<file path="src/design/bba_ram.sv">
`timescale 1ns / 1ps

module bba_ram #(
    parameter int WIDTH = 8,
    parameter int DEPTH = 16
) (
    input  logic                                   clk,
    input  logic                                   we,
    input  logic [((DEPTH > 1) ? $clog2(DEPTH) : 1)-1:0] waddr,
    input  logic [WIDTH-1:0]                       wdata,
    input  logic [((DEPTH > 1) ? $clog2(DEPTH) : 1)-1:0] raddr,
    output logic [WIDTH-1:0]                       rdata
);

    logic [WIDTH-1:0] mem [DEPTH];

    always_ff @(posedge clk)
    begin
        if (we)
        begin
            mem[waddr] <= wdata;
        end
        rdata <= mem[raddr];
    end

endmodule

</file>
<file path="config.mk">
export PLATFORM = sky130hd
export DESIGN_NAME = bba_ram
export DESIGN_NICKNAME = d
export VERILOG_FILES = /design/src/design/bba_ram.sv
export SDC_FILE = /design/constraint.sdc
export NUM_CORES = 1
export LEC_CHECK = 0
export ABC_AREA = 1
export BUFFER_PORTS_ARGS = -buffer_cell sky130_fd_sc_hd__buf_2
export CORE_MARGIN = 8
export CORE_UTILIZATION = 32
export CTS_BUF_LIST = sky130_fd_sc_hd__clkbuf_16
export DETAILED_ROUTE_END_ITERATION = 6
export SLEW_MARGIN = 25
export SYNTH_ARGS = -nofsm -noshare
export SYNTH_HDL_FRONTEND = slang
export SYNTH_SLANG_ARGS = --single-unit
</file>
<file path="constraint.sdc">
create_clock -name clk -period 1 [get_ports clk]
set_input_delay 0.1 -clock clk [delete_from_list [all_inputs] [get_ports clk]]
set_output_delay 0.1 -clock clk [all_outputs]
set_load 0.01 [all_outputs]
</file>
==> out/results.md <==
* completed — result of the run
* sky130_fd_sc_hd__clkbuf_16 — clk root buf
* 0 — final max-slew violation count
* 32.3% — Initial Utilization
* 27.4 ps — worst-case setup margin in the final layout
* flip-flops — kind of cell adding the most delay to the critical path
* 10.5 µm² — synthesized area divided by synthesized cell count
* 5770 µm² — Syn Std Cell Area
* 0% — fraction of registers with async set/reset
* 845 — non-filler instance count after layout
* buf_6 — critical path, cell by cell
* sky130_fd_sc_hd__edfxtp_1 — dominant synthesized flop cell
* sky130_fd_sc_hd__nand2_1 (173), sky130_fd_sc_hd__edfxtp_1 (128), sky130_fd_sc_hd__inv_1 (100) — commonest cells in the netlist
* 388 ps — slew at the pin closest to its max-slew limit
* 0% — parity-gate share of the synthesized area counting xor and xnor cells
* 12.8% — global routing usage summed across all routing layers
* 0% — post-synthesis mux area share
* 1662 — Filler Cells Inserted
* -216 ps — worst setup slack before clock tree synthesis
* 0 — antenna violations before repair
* 16.2 µm — routed len/inst
* 21.0% — Simple-Gate Fraction of Synth Area
* 5 — number of detailed-routing iterations run before antenna repair
* simple AND/OR/NAND/NOR gates — largest family of logic cells by synthesized area
* 4.63 — number of vias per cell
* 1 — Buf/Inv on CP
* 17 — Num CTS Buffers
* 4 — CTS H-tree depth
* 0 — number of maximum-capacitance violations
* 40.2% — Final Util
* 420 ps — clock latency reported for the late side of the worst-skew pair
* 150 µm — die outline width
* 1.27 mV — IR drop worst, VDD
* true — RSZ-0062 raised after global routing
* 350 ps — delay of the slowest critical-path stage
* 0% — area fraction in compound gates after synthesis
* 25 — I/O Buffers
* 74.1% — Relative slew margins
* 1.03 GHz — Max Freq
* 150 µm — DIE HEIGHT
* 0 — count of final setup violators
* sky130_fd_sc_hd__dfxtp_2 — highest-delay cell along the critical path
* 3911 — routed via count
* 7.25 ps — setup skew after layout
* 24.4% — post-synthesis to final-layout area growth
* 17800 µm² — area of the core
* 30 ps — setup slack of the worst register-to-register path
* 0 ps — final-layout setup total negative slack
* 4010 µm² — footprint of the flip-flops and latches
* 569 — Post-Synthesis Net Count
* 622 — Total Nets Final
* 3.08 nW — cell leakage power
* 50 ps — clock-pin slew on the worst setup and hold paths
* 34 — maximum number of pins on one net before global-route repair
* 21500 µm — first-pass GRT wire length
* 8670 µm — Detailed Place HPWL
* 49 — Cell Rows
* 3881 — number of global-route vias before repair
* output pin — element type at the critical path end
* 97.3% — final period utilization
* 870 ps — arrival time at the worst endpoint
* sky130_fd_sc_hd__edfxtp_1 — area leader, netlist
* 814 — DP Cell Count
* 0 — Final Hold Vio Count
* 0 — count of yosys warnings during synthesis
* 128 — count of flip-flops with a built-in enable after synthesis
* 0 — number of remaining DRC errors
* 0 — total inserted antenna cells
* sky130_fd_sc_hd__nand2_1 — leading cell type by number of instances after synthesis
* 69.4% — share of the yosys chip area belonging to registers
* 54.5 ps — hold_ws
* 973 ps — shortest clock period the worst path allows after layout
* 136 — clock sinks
* 136 — flip-flop and latch count after synthesis
* 26 — I/O Pins
* 2 — number of buffers on the longest clock path
* 0 — grt ovf
* 343 — initial drt markers
* 1370 µm² — area of the multi-input gates
* 900 ps — endpoint required time on the critical path
* 0% — post-synthesis share of cell area spent on full adders, half adders and majority gates
* 551 — number of standard cells after synthesis
* primary input to flop — worst min-delay path category
* flop — CP startpoint kind
* 12 — synth unique cells
* 13700 µm — sum of routed wire length over all layers
* 66.7% — share of Yosys cell area claimed by the top area cell type
* yes — CTS tree
* 0 — residual antenna-violating net count after detailed routing
* 1920 nW/µm² — pwr dens
* 19.6% — ratio of cells with drive above 1 in the final layout
* 1 — largest fanout of any net on the critical path
* 0.812 — GP Congestion
* sky130_fd_sc_hd__edfxtp_1 (67%), sky130_fd_sc_hd__nand2_1 (11%), sky130_fd_sc_hd__nand3_1 (8.4%) — biggest area contributors in the synthesized netlist
* flop to output pin — startpoint-to-endpoint class of the critical path
* 22600 µm² — total die area
-- what timing repair did --
item	in CTS	in global routing
endpoints found under the setup margin	6	8
resized for setup	10	24
pin swaps	0	9
hold buffers	0	0
cloned	0	0
buffers inserted	0	0
-- per-stage QoR --
| step | power [mW] | cell area [µm²] |
|---|---|---|
| global route | 14.1 | 7180 |
| CTS | 13.8 | 7060 |
| global placement | 7.42 | 6400 |
| floorplan | 6.99 | 5770 |
| finish | 13.7 | 7180 |
| detailed placement | 7.42 | 6400 |
-- power breakdown --
part	internal [mW]	switching (mW)	total (mW)	leakage (nW)
combinational	0.334	0.621	0.955	1.57
sequential	6.38	0.0408	6.42	1.22
clock	4.12	2.25	6.37	0.285
-- metal layers --
layer	track usage, %	up-vias	share of wire [%]
li1	-	1877	-
met4	5.05	0	1.4
met2	21.4	143	50
met1	15.9	1878	43
met3	2.80	13	5.4
met5	0	-	0
-- state kept, by name, indices dropped and copies added, names as in the netlist --
signal / count
mem: 128
rdata: 8
-- cell families (layout without fill, tap and decap cells) --
kind of cell  Yosys count  count (layout)
flops                 136             136
simple gates          289             289
buf+inv               126             191
-- worst reg2reg max path, stage by stage (launching register included) --
cell and delay (ps):
sky130_fd_sc_hd__edfxtp_1 390, sky130_fd_sc_hd__inv_1 70, sky130_fd_sc_hd__nand2_1 50, sky130_fd_sc_hd__nand3_1 80, sky130_fd_sc_hd__nand3_2 100, sky130_fd_sc_hd__nand3_2 100
sky130_fd_sc_hd__nand2_1 60
-- worst paths after layout --
kind / startpoint / to / cells past startpoint
max: rdata[7] / rdata[7] / 1
min: raddr[3] / rdata[0] / 3
min reg2reg: mem[10][7] / rdata[7] / 6
max reg2reg: mem[8][5] / rdata[5] / 6
-- final cells by class --
type                    count  share of cell area, %
multi-input cells         289                   19.1
flip-flops and latches    136                   55.8
well taps                 229                   3.99
repair buffers             58                   7.29
clock inverters            14                   2.55
inverters                 102                   5.34
clock buffers              17                   5.93
-- cells in the final DEF (no fill, tap or decap) --
cell type                    instances
sky130_fd_sc_hd__nand2_1           171
sky130_fd_sc_hd__edfxtp_1          128
sky130_fd_sc_hd__inv_1             101
sky130_fd_sc_hd__nand3_1            70
sky130_fd_sc_hd__nand3_2            26
sky130_fd_sc_hd__buf_2              23
sky130_fd_sc_hd__buf_4              22
sky130_fd_sc_hd__clkbuf_16          17
sky130_fd_sc_hd__nor2_1             14
sky130_fd_sc_hd__buf_12             11
sky130_fd_sc_hd__dfxtp_1             6
sky130_fd_sc_hd__bufinv_16           4
sky130_fd_sc_hd__clkinvlp_4          4
sky130_fd_sc_hd__nor2_2              3
sky130_fd_sc_hd__clkinv_1            3
sky130_fd_sc_hd__inv_2               2
sky130_fd_sc_hd__nand2_2             2
sky130_fd_sc_hd__nand3b_1            2
sky130_fd_sc_hd__buf_6               2
sky130_fd_sc_hd__dfxtp_2             2
sky130_fd_sc_hd__nand3_4             1
sky130_fd_sc_hd__inv_6               1
sky130_fd_sc_hd__clkinv_4            1
No activity file was read; power rests on OpenSTA's default activity.
